$ cat config.mk
export PLATFORM = sky130hd
export DESIGN_NAME = circular_queue_with_positional_write_flat
export DESIGN_NICKNAME = d
export VERILOG_FILES = /design/src/cqpw_pkg.sv /design/src/cqpw_if.sv /design/src/cqpw_ram.sv /design/src/cqpw_dpath.sv /design/src/cqpw_ctrl.sv /design/src/circular_queue_with_positional_write.sv /design/src/flat_wrapper.sv
export VERILOG_INCLUDE_DIRS = /design/src /design/src/src
export SDC_FILE = /design/constraint.sdc
export NUM_CORES = 1
export LEC_CHECK = 0
export BUFFER_PORTS_ARGS = -buffer_cell sky130_fd_sc_hd__buf_2
export CELL_PAD_IN_SITES_DETAIL_PLACEMENT = 1
export CELL_PAD_IN_SITES_GLOBAL_PLACEMENT = 2
export CORE_MARGIN = 2
export CORE_UTILIZATION = 51
export CTS_CLUSTER_DIAMETER = 40
export DETAILED_ROUTE_END_ITERATION = 10
export PLACE_DENSITY_LB_ADDON = 0.1
export SLEW_MARGIN = 20
export SYNTH_ARGS = -nofsm -noshare
export SYNTH_HDL_FRONTEND = slang
export SYNTH_HIERARCHICAL = 1
export SYNTH_SLANG_ARGS = --single-unit
$ cat constraint.sdc
create_clock -name clk -period 8.55 [get_ports clk]
set_input_delay 0.855 -clock clk [delete_from_list [all_inputs] [get_ports clk]]
set_output_delay 0.855 -clock clk [all_outputs]
set_load 0.02 [all_outputs]
$ cat src/assert_macros.svh
// ----------------------------------------------------------------------------
// assert_macros
// Assertion helpers for the files that check their own logic.
// ----------------------------------------------------------------------------
`ifndef ASSERT_MACROS_SVH
`define ASSERT_MACROS_SVH

// Same-cycle implication, disabled while reset is asserted.
`define ASSERT_NOW(label, clk, rst_n, ante, cons, msg) \
    label: assert property (@(posedge clk) disable iff (!rst_n) (ante) |-> (cons)) \
        else $error(msg);

// Next-cycle implication, disabled while reset is asserted.
`define ASSERT_NEXT(label, clk, rst_n, ante, cons, msg) \
    label: assert property (@(posedge clk) disable iff (!rst_n) (ante) |=> (cons)) \
        else $error(msg);

`endif

$ cat src/cqpw_pkg.sv
// ----------------------------------------------------------------------------
// cqpw_pkg
// Types, constants and helpers of the circular queue with positional write.
// ----------------------------------------------------------------------------
package cqpw_pkg;

    // Queue depth and derived widths.
    localparam int DEPTH  = 8;
    localparam int IDX_W  = (DEPTH > 1) ? $clog2(DEPTH) : 1;
    localparam int CNT_W  = $clog2(DEPTH + 1);
    localparam int DATA_W = 32;
    localparam int POS_W  = 4;
    localparam int CMP_W  = (CNT_W > POS_W) ? CNT_W : POS_W;

    // Operation codes carried in the mode field.
    typedef enum logic [1:0] {
        MODE_INSERT  = 2'd0,
        MODE_DELETE  = 2'd1,
        MODE_MODIFY  = 2'd2,
        MODE_DISPLAY = 2'd3
    } mode_t;

    // Result status codes.
    typedef enum logic [1:0] {
        ST_OK     = 2'd0,
        ST_FULL   = 2'd1,
        ST_EMPTY  = 2'd2,
        ST_BADPOS = 2'd3
    } status_t;

    // Commands from the controller to the datapath.
    typedef struct packed {
        logic wr_en;     // perform the insert or modify write
        logic rd_start;  // read the front entry, reset the walk offset
        logic rd_next;   // read the entry after the current walk offset
        logic out_load;  // load the output word register
        logic from_ram;  // output word takes the RAM read data
        logic out_last;  // last flag for a word taken from the RAM
        logic pop;       // retire the front entry
    } cqpw_cmd_t;

    // Status from the datapath to the controller.
    typedef struct packed {
        logic do_write;  // accepted word is an insert or modify that succeeds
        logic do_read;   // accepted word is a delete or display of a non-empty queue
        logic is_delete; // accepted word is a delete
        logic last_idx;  // walk offset points at the rear entry
        logic empty;     // queue holds no entry
    } cqpw_stat_t;

    // Add an offset to a ring index, wrapping at the queue depth.
    function automatic logic [IDX_W-1:0] wrap_add(input logic [IDX_W-1:0] base,
                                                  input logic [IDX_W-1:0] offs);
        logic [IDX_W:0] sum;
        sum = {1'b0, base} + {1'b0, offs};
        if (sum >= (IDX_W + 1)'(DEPTH))
        begin
            sum = sum - (IDX_W + 1)'(DEPTH);
        end
        return sum[IDX_W-1:0];
    endfunction

endpackage

$ cat src/cqpw_if.sv
// ----------------------------------------------------------------------------
// cqpw_if
// Valid/ready channels of the circular queue: request words and result words.
// ----------------------------------------------------------------------------
interface cqpw_req_if;
    import cqpw_pkg::*;

    logic                     valid;
    logic                     ready;
    logic [1:0]               mode;
    logic signed [DATA_W-1:0] value;
    logic [POS_W-1:0]         position;

    modport source (output valid, mode, value, position, input ready);
    modport sink   (input valid, mode, value, position, output ready);
endinterface

interface cqpw_rsp_if;
    import cqpw_pkg::*;

    logic                     valid;
    logic                     ready;
    logic [1:0]               status;
    logic signed [DATA_W-1:0] data;
    logic                     last;

    modport source (output valid, status, data, last, input ready);
    modport sink   (input valid, status, data, last, output ready);
endinterface

$ cat src/cqpw_ram.sv
// ----------------------------------------------------------------------------
// cqpw_ram
// Generic simple dual-port RAM, one write and one registered read port.
// ----------------------------------------------------------------------------
module cqpw_ram #(
    parameter int WIDTH = 32,
    parameter int DEPTH = 8
) (
    input  logic                                   clk,
    input  logic                                   we,
    input  logic [((DEPTH > 1) ? $clog2(DEPTH) : 1)-1:0] waddr,
    input  logic [WIDTH-1:0]                       wdata,
    input  logic                                   re,
    input  logic [((DEPTH > 1) ? $clog2(DEPTH) : 1)-1:0] raddr,
    output logic [WIDTH-1:0]                       rdata
);

    logic [WIDTH-1:0] mem [DEPTH];
    logic [WIDTH-1:0] rdata_reg;

    // Write port and registered read port; read data holds between reads.
    always_ff @(posedge clk)
    begin
        if (we)
        begin
            mem[waddr] <= wdata;
        end
        if (re)
        begin
            rdata_reg <= mem[raddr];
        end
    end

    assign rdata = rdata_reg;

endmodule

$ cat src/cqpw_dpath.sv
// ----------------------------------------------------------------------------
// cqpw_dpath
// Datapath: ring pointers, entry storage, request decode and result register.
// ----------------------------------------------------------------------------
module cqpw_dpath (
    input  logic                                   clk,
    input  logic                                   rst_n,
    input  logic [1:0]                             mode,
    input  logic signed [cqpw_pkg::DATA_W-1:0]     value,
    input  logic [cqpw_pkg::POS_W-1:0]             position,
    input  cqpw_pkg::cqpw_cmd_t                    cmd,
    output cqpw_pkg::cqpw_stat_t                   stat,
    output logic [1:0]                             status,
    output logic signed [cqpw_pkg::DATA_W-1:0]     data,
    output logic                                   last
);
    import cqpw_pkg::*;

    logic [IDX_W-1:0]         front_reg, front_next;
    logic [CNT_W-1:0]         count_reg, count_next;
    logic [IDX_W-1:0]         idx_reg, idx_next;
    logic [1:0]               status_reg;
    logic signed [DATA_W-1:0] data_reg;
    logic                     last_reg;

    logic                     empty;
    logic                     full;
    logic                     pos_ok;
    status_t                  res_status;
    logic [IDX_W-1:0]         wr_addr;
    logic [IDX_W-1:0]         rd_addr;
    logic [DATA_W-1:0]        rd_data;

    // Occupancy and position checks.
    assign empty  = (count_reg == '0);
    assign full   = (count_reg == CNT_W'(DEPTH));
    assign pos_ok = (position != '0) && (CMP_W'(position) <= CMP_W'(count_reg));

    // Result code for a word that is answered without reading the storage.
    always_comb
    begin
        res_status = ST_OK;
        unique case (mode)
            MODE_INSERT:  res_status = full ? ST_FULL : ST_OK;
            MODE_MODIFY:  res_status = empty ? ST_EMPTY : (pos_ok ? ST_OK : ST_BADPOS);
            MODE_DELETE,
            MODE_DISPLAY: res_status = empty ? ST_EMPTY : ST_OK;
            default:      res_status = ST_OK;
        endcase
    end

    // Decode for the controller.
    assign stat.do_write  = ((mode == MODE_INSERT) && !full) ||
                            ((mode == MODE_MODIFY) && !empty && pos_ok);
    assign stat.do_read   = ((mode == MODE_DELETE) || (mode == MODE_DISPLAY)) && !empty;
    assign stat.is_delete = (mode == MODE_DELETE);
    assign stat.last_idx  = (CNT_W'(idx_reg) == (count_reg - CNT_W'(1)));
    assign stat.empty     = empty;

    // Write goes behind the rear for insert, at the given place for modify.
    assign wr_addr = (mode == MODE_INSERT) ?
                     wrap_add(front_reg, count_reg[IDX_W-1:0]) :
                     wrap_add(front_reg, IDX_W'(position - POS_W'(1)));

    // Reads walk from the front entry.
    assign rd_addr = cmd.rd_next ? wrap_add(front_reg, idx_reg + IDX_W'(1)) : front_reg;

    cqpw_ram #(
        .WIDTH (DATA_W),
        .DEPTH (DEPTH)
    ) u_ram (
        .clk   (clk),
        .we    (cmd.wr_en),
        .waddr (wr_addr),
        .wdata (value),
        .re    (cmd.rd_start || cmd.rd_next),
        .raddr (rd_addr),
        .rdata (rd_data)
    );

    // Pointer and walk offset updates.
    always_comb
    begin
        front_next = front_reg;
        count_next = count_reg;
        idx_next   = idx_reg;
        if (cmd.wr_en && (mode == MODE_INSERT))
        begin
            count_next = count_reg + CNT_W'(1);
        end
        if (cmd.pop)
        begin
            count_next = count_reg - CNT_W'(1);
            front_next = (count_reg == CNT_W'(1)) ? '0 : wrap_add(front_reg, IDX_W'(1));
        end
        if (cmd.rd_start)
        begin
            idx_next = '0;
        end
        else if (cmd.rd_next)
        begin
            idx_next = idx_reg + IDX_W'(1);
        end
    end

    always_ff @(posedge clk or negedge rst_n)
    begin
        if (!rst_n)
        begin
            front_reg <= '0;
            count_reg <= '0;
            idx_reg   <= '0;
        end
        else
        begin
            front_reg <= front_next;
            count_reg <= count_next;
            idx_reg   <= idx_next;
        end
    end

    // Result word register.
    always_ff @(posedge clk)
    begin
        if (cmd.out_load)
        begin
            if (cmd.from_ram)
            begin
                status_reg <= ST_OK;
                data_reg   <= rd_data;
                last_reg   <= cmd.out_last;
            end
            else
            begin
                status_reg <= res_status;
                data_reg   <= '0;
                last_reg   <= 1'b1;
            end
        end
    end

    assign status = status_reg;
    assign data   = data_reg;
    assign last   = last_reg;

endmodule

$ cat src/cqpw_ctrl.sv
// ----------------------------------------------------------------------------
// cqpw_ctrl
// Controller: request and result handshakes, read sequencing for delete and
// display.
// ----------------------------------------------------------------------------
module cqpw_ctrl (
    input  logic                 clk,
    input  logic                 rst_n,
    input  logic                 req_valid,
    output logic                 req_ready,
    output logic                 rsp_valid,
    input  logic                 rsp_ready,
    input  cqpw_pkg::cqpw_stat_t stat,
    output cqpw_pkg::cqpw_cmd_t  cmd
);
    import cqpw_pkg::*;

    typedef enum logic [1:0] {
        S_IDLE = 2'b01,
        S_READ = 2'b10
    } state_t;

    state_t state_reg, state_next;
    logic   del_reg, del_next;
    logic   rsp_valid_reg, rsp_valid_next;
    logic   slot_free;
    logic   accept;

    // The result register is free when empty or being taken this cycle.
    assign slot_free = !rsp_valid_reg || rsp_ready;
    assign req_ready = (state_reg == S_IDLE) && slot_free;
    assign accept    = req_valid && req_ready;

    // Next state and datapath commands.
    always_comb
    begin
        state_next = state_reg;
        del_next   = del_reg;
        cmd        = '0;
        unique case (state_reg)
            S_IDLE:
            begin
                if (accept)
                begin
                    if (stat.do_read)
                    begin
                        cmd.rd_start = 1'b1;
                        del_next     = stat.is_delete;
                        state_next   = S_READ;
                    end
                    else
                    begin
                        cmd.wr_en    = stat.do_write;
                        cmd.out_load = 1'b1;
                    end
                end
            end
            S_READ:
            begin
                if (slot_free)
                begin
                    cmd.out_load = 1'b1;
                    cmd.from_ram = 1'b1;
                    cmd.out_last = del_reg || stat.last_idx;
                    cmd.pop      = del_reg;
                    if (del_reg || stat.last_idx)
                    begin
                        state_next = S_IDLE;
                    end
                    else
                    begin
                        cmd.rd_next = 1'b1;
                    end
                end
            end
            default:
            begin
                state_next = S_IDLE;
            end
        endcase
    end

    // Result valid flag.
    always_comb
    begin
        rsp_valid_next = rsp_valid_reg;
        if (cmd.out_load)
        begin
            rsp_valid_next = 1'b1;
        end
        else if (rsp_ready)
        begin
            rsp_valid_next = 1'b0;
        end
    end

    always_ff @(posedge clk or negedge rst_n)
    begin
        if (!rst_n)
        begin
            state_reg     <= S_IDLE;
            del_reg       <= 1'b0;
            rsp_valid_reg <= 1'b0;
        end
        else
        begin
            state_reg     <= state_next;
            del_reg       <= del_next;
            rsp_valid_reg <= rsp_valid_next;
        end
    end

    assign rsp_valid = rsp_valid_reg;

endmodule

$ cat src/circular_queue_with_positional_write.sv
// ----------------------------------------------------------------------------
// circular_queue_with_positional_write
// Fixed-depth circular queue of signed words with insert, delete, modify at a
// position counted from the front, and display of all held words.
//
//   Channel | Dir | Payload                      | Handshake
//   req     | in  | mode, value, position        | valid / ready
//   rsp     | out | status, data, last           | valid / ready
//
// Insert, modify and every error case answer from the request cycle; such
// words are taken every cycle while rsp is drained.
// Delete reads the front entry through the registered read of the entry RAM.
// Display streams each held word through the RAM, from the front to the rear.
// Reset clears the pointers, the fill count and the walk offset; entries need no clearing.
// A stalled rsp holds the result and stops the read walk until it is taken.
// ----------------------------------------------------------------------------
`include "assert_macros.svh"

module circular_queue_with_positional_write (
    input logic   clk,
    input logic   rst_n,
    cqpw_req_if.sink   req,
    cqpw_rsp_if.source rsp
);
    import cqpw_pkg::*;

    cqpw_cmd_t  cmd;
    cqpw_stat_t stat;

    cqpw_ctrl u_ctrl (
        .clk       (clk),
        .rst_n     (rst_n),
        .req_valid (req.valid),
        .req_ready (req.ready),
        .rsp_valid (rsp.valid),
        .rsp_ready (rsp.ready),
        .stat      (stat),
        .cmd       (cmd)
    );

    cqpw_dpath u_dpath (
        .clk      (clk),
        .rst_n    (rst_n),
        .mode     (req.mode),
        .value    (req.value),
        .position (req.position),
        .cmd      (cmd),
        .stat     (stat),
        .status   (rsp.status),
        .data     (rsp.data),
        .last     (rsp.last)
    );

    // A read walk blocks new requests on the following cycle.
    `ASSERT_NEXT(a_busy_after_read, clk, rst_n, cmd.rd_start, !req.ready, "request taken during read walk")

    // Storage is never written while a walk advances.
    `ASSERT_NOW(a_no_write_in_walk, clk, rst_n, cmd.rd_next, !cmd.wr_en, "write during read walk")

    // An entry is only retired from a non-empty queue.
    `ASSERT_NOW(a_pop_nonempty, clk, rst_n, cmd.pop, !stat.empty, "delete from empty queue")

    // A result from storage always carries ok status on the next cycle.
    `ASSERT_NEXT(a_ram_word_ok, clk, rst_n, cmd.out_load && cmd.from_ram, rsp.valid && (rsp.status == ST_OK), "stored word not presented")

endmodule
$ cat src/flat_wrapper.sv
// flat-port wrapper written by rule: the top's interface ports become plain ports
module circular_queue_with_positional_write_flat import cqpw_pkg::*;
  (clk, rst_n, req_valid, req_mode, req_value, req_position, req_ready, rsp_valid, rsp_status, rsp_data, rsp_last, rsp_ready);
  cqpw_req_if req_i ();
  cqpw_rsp_if rsp_i ();
  input logic clk;
  input logic rst_n;
  input wire logic [$bits(req_i.valid)-1:0] req_valid;
  input wire logic [$bits(req_i.mode)-1:0] req_mode;
  input wire logic [$bits(req_i.value)-1:0] req_value;
  input wire logic [$bits(req_i.position)-1:0] req_position;
  output wire logic [$bits(req_i.ready)-1:0] req_ready;
  output wire logic [$bits(rsp_i.valid)-1:0] rsp_valid;
  output wire logic [$bits(rsp_i.status)-1:0] rsp_status;
  output wire logic [$bits(rsp_i.data)-1:0] rsp_data;
  output wire logic [$bits(rsp_i.last)-1:0] rsp_last;
  input wire logic [$bits(rsp_i.ready)-1:0] rsp_ready;
  assign req_i.valid = req_valid;
  assign req_i.mode = req_mode;
  assign req_i.value = req_value;
  assign req_i.position = req_position;
  assign req_ready = req_i.ready;
  assign rsp_valid = rsp_i.valid;
  assign rsp_status = rsp_i.status;
  assign rsp_data = rsp_i.data;
  assign rsp_last = rsp_i.last;
  assign rsp_i.ready = rsp_ready;
  circular_queue_with_positional_write u_core (.clk(clk), .rst_n(rst_n), .req(req_i), .rsp(rsp_i));
endmodule
==> results.json <==
{
  "crit_path_start_kind": "flop",
  "largest_register_ffs": 256,
  "dpl_worst_slack_ps": 4180,
  "setup_viol": 0,
  "min_period_ps": 4070,
  "grt_max_degree": 65,
  "cts_post_setup_buffers_inserted": 0,
  "ios": 79,
  "outcome": "complete, no violations",
  "synth.net_count": 686,
  "wl_per_cell_um": 23.9,
  "holdBufCountCts": 0,
  "drt-pass1-iter-count": 4,
  "clk_pin_slew_ps": 50,
  "finalClockSkew_ps": 20.2,
  "min_period_over_period": 0.477,
  "maxCapViolations": 0,
  "hpwl_um": 14900,
  "cts_sinks": 337,
  "syn-cell-area_um2": 13300,
  "grt_remaining_overflow": 0,
  "syn_area_per_cell_um2": 21.2,
  "hold_violations": 0,
  "grt_use_total": 0.198,
  "ant_nets": 0,
  "fin_tns_setup_ps": 0,
  "synthToLayoutAreaGrowth_pct": 17.6,
  "h-tree-depth": 2,
  "numCtsBuffers": 44,
  "grt_pass1_wl_um": 41100,
  "grt_pass1_vias": 6961,
  "antenna_found_initial": 2,
  "start_util": 0.515,
  "m1WireLength_um": 11000,
  "rsz0062_at_grt": "no",
  "p_int_mw": 3.78,
  "p_sw_frac": 0.269,
  "io_buffers": 78,
  "place_congestion": 0.785,
  "drc_errors": 0,
  "fin_ws_ps": 4480,
  "endpoint_kind": "flop",
  "utilization": 0.606,
  "hold_path.class": "primary input to async pin",
  "dieHeight_um": 166,
  "cts_root_buffer": "clkbuf_16",
  "slew_headroom": 0.252,
  "rows": 59,
  "cts.path.max_buffers": 3,
  "cts_tree": "done",
  "vias": 6252,
  "wl_met3_um": 1270,
  "drt_wl_total_um": 26600,
  "chipWidth_um": 166,
  "slew_violations": 0,
  "totalPowerFinal_mw": 5.17,
  "p_switching_mw": 1.39,
  "coreArea_um2": 25800,
  "criticalPathCategory": "flop to flop",
  "p_comb_frac": 0.240,
  "syn-instance-count": 628,
  "peakVddDrop_mv": 0.279,
  "arrival_ps": 4350,
  "wl_met2_um": 13700,
  "insertion_delay_ps": 530,
  "max_freq_mhz": 245,
  "first_iter_violations": 363,
  "power_leakage_nw": 5.41,
  "tightest_slew_ps": 1120,
  "viasPerCell": 5.61,
  "critPathMaxFanout": 38,
  "required_ps": 8820,
  "final_nets": 801,
  "p_seq_frac": 0.410,
  "dieArea_um2": 27400,
  "powerDensity_nw_per_um2": 330,
  "final_cells": 1114,
  "drive_gt1_frac": 0.310,
  "dp_cells": 1032,
  "ctsResizeCount": 0,
  "ys_warn_count": 6,
  "dr.max_layer_used": "met4",
  "clkPwrFrac": 0.351
}
per-stage QoR:
| stage | area, µm² | hold WS [ps] |
|---|---|---|
| 3_3_place_gp | 14200 | 484 |
| 3_5_place_dp | 14200 | 511 |
| 6_report | 15700 | 234 |
| 4_1_cts | 15700 | 226 |
| 2_1_floorplan | 13300 | 474 |
| 5_1_grt | 15700 | 244 |
power groups by stage:
stage	combinational [mW]	clock, mW	sequential, mW
after floorplan	0.879	0	2.19
after detailed placement	1.25	0	2.15
after global placement	1.22	0	2.14
after global routing	1.35	1.92	2.14
final	1.24	1.81	2.12
after CTS	1.27	1.85	2.12
layout make-up:
| type | count | area [µm²] |
|---|---|---|
| fill | 2190 | 10200 |
| sequential | 337 | 10100 |
| multi-input combinational | 255 | 3160 |
| clock buffer | 58 | 1220 |
| timing repair buffer | 93 | 503 |
| tap | 335 | 419 |
| clock inverter | 22 | 262 |
| inverter | 12 | 45.0 |
| antenna | 2 | 5.00 |
layer usage:
layer | track usage | up-vias
li1 | - | 2809
met1 | 0.258 | 3256
met2 | 0.340 | 138
met3 | 0.0389 | 49
met4 | 0.0654 | 0
met5 | 0 | -
path summary, 6_finish.rpt:
check / from / endpoint / slack [ps] / depth (start not counted)
setup / recovery: u_core/u_dpath/count_reg[0] / u_core/u_dpath/u_ram/rdata[28] / 4480 / 11
hold / removal: rst_n / u_core/u_ctrl/rsp_valid / 230 / 1
setup reg to reg: u_core/u_dpath/count_reg[0] / u_core/u_dpath/u_ram/rdata[28] / 4480 / 11
hold reg to reg: u_core/u_ctrl/state_reg[0] / u_core/u_ctrl/state_reg[0] / 520 / 2
max in group asynchronous: rst_n / u_core/u_ctrl/state_reg[0] / 8020 / 1
min in group clk: u_core/u_ctrl/state_reg[0] / u_core/u_ctrl/state_reg[0] / 520 / 2
worst max-delay path: stages, from the launching register on:
cell and delay (ps):
dfrtp_1 560, inv_2 70, ha_1 250, xnor2_1 290, a21oi_1 140, a2111oi_2 460, nor3_1 110, buf_4 200
o21ai_4 140, buf_4 600, mux4_1 670, mux2_2 300
layout by cell type (no fill, tap or decap), types with 3 or more instances in the layout:
| master | count |
|---|---|
| buf_4 | 15 |
| mux4_1 | 40 |
| xnor2_1 | 11 |
| nor3_1 | 3 |
| nor2_1 | 9 |
| mux4_2 | 24 |
| bufinv_16 | 5 |
| nand2b_1 | 4 |
| clkbuf_16 | 46 |
| ha_1 | 14 |
| clkinv_2 | 4 |
| nor2_4 | 7 |
| dfrtp_1 | 13 |
| clkinv_1 | 5 |
| a21oi_1 | 11 |
| nor2b_1 | 3 |
| and3_1 | 4 |
| mux2_2 | 32 |
| edfxtp_1 | 323 |
| clkbuf_1 | 10 |
| buf_2 | 78 |
| inv_1 | 10 |
| clkinvlp_4 | 4 |
| and2_1 | 33 |
| nand2_1 | 16 |
No activity file was read; power rests on OpenSTA's default activity.
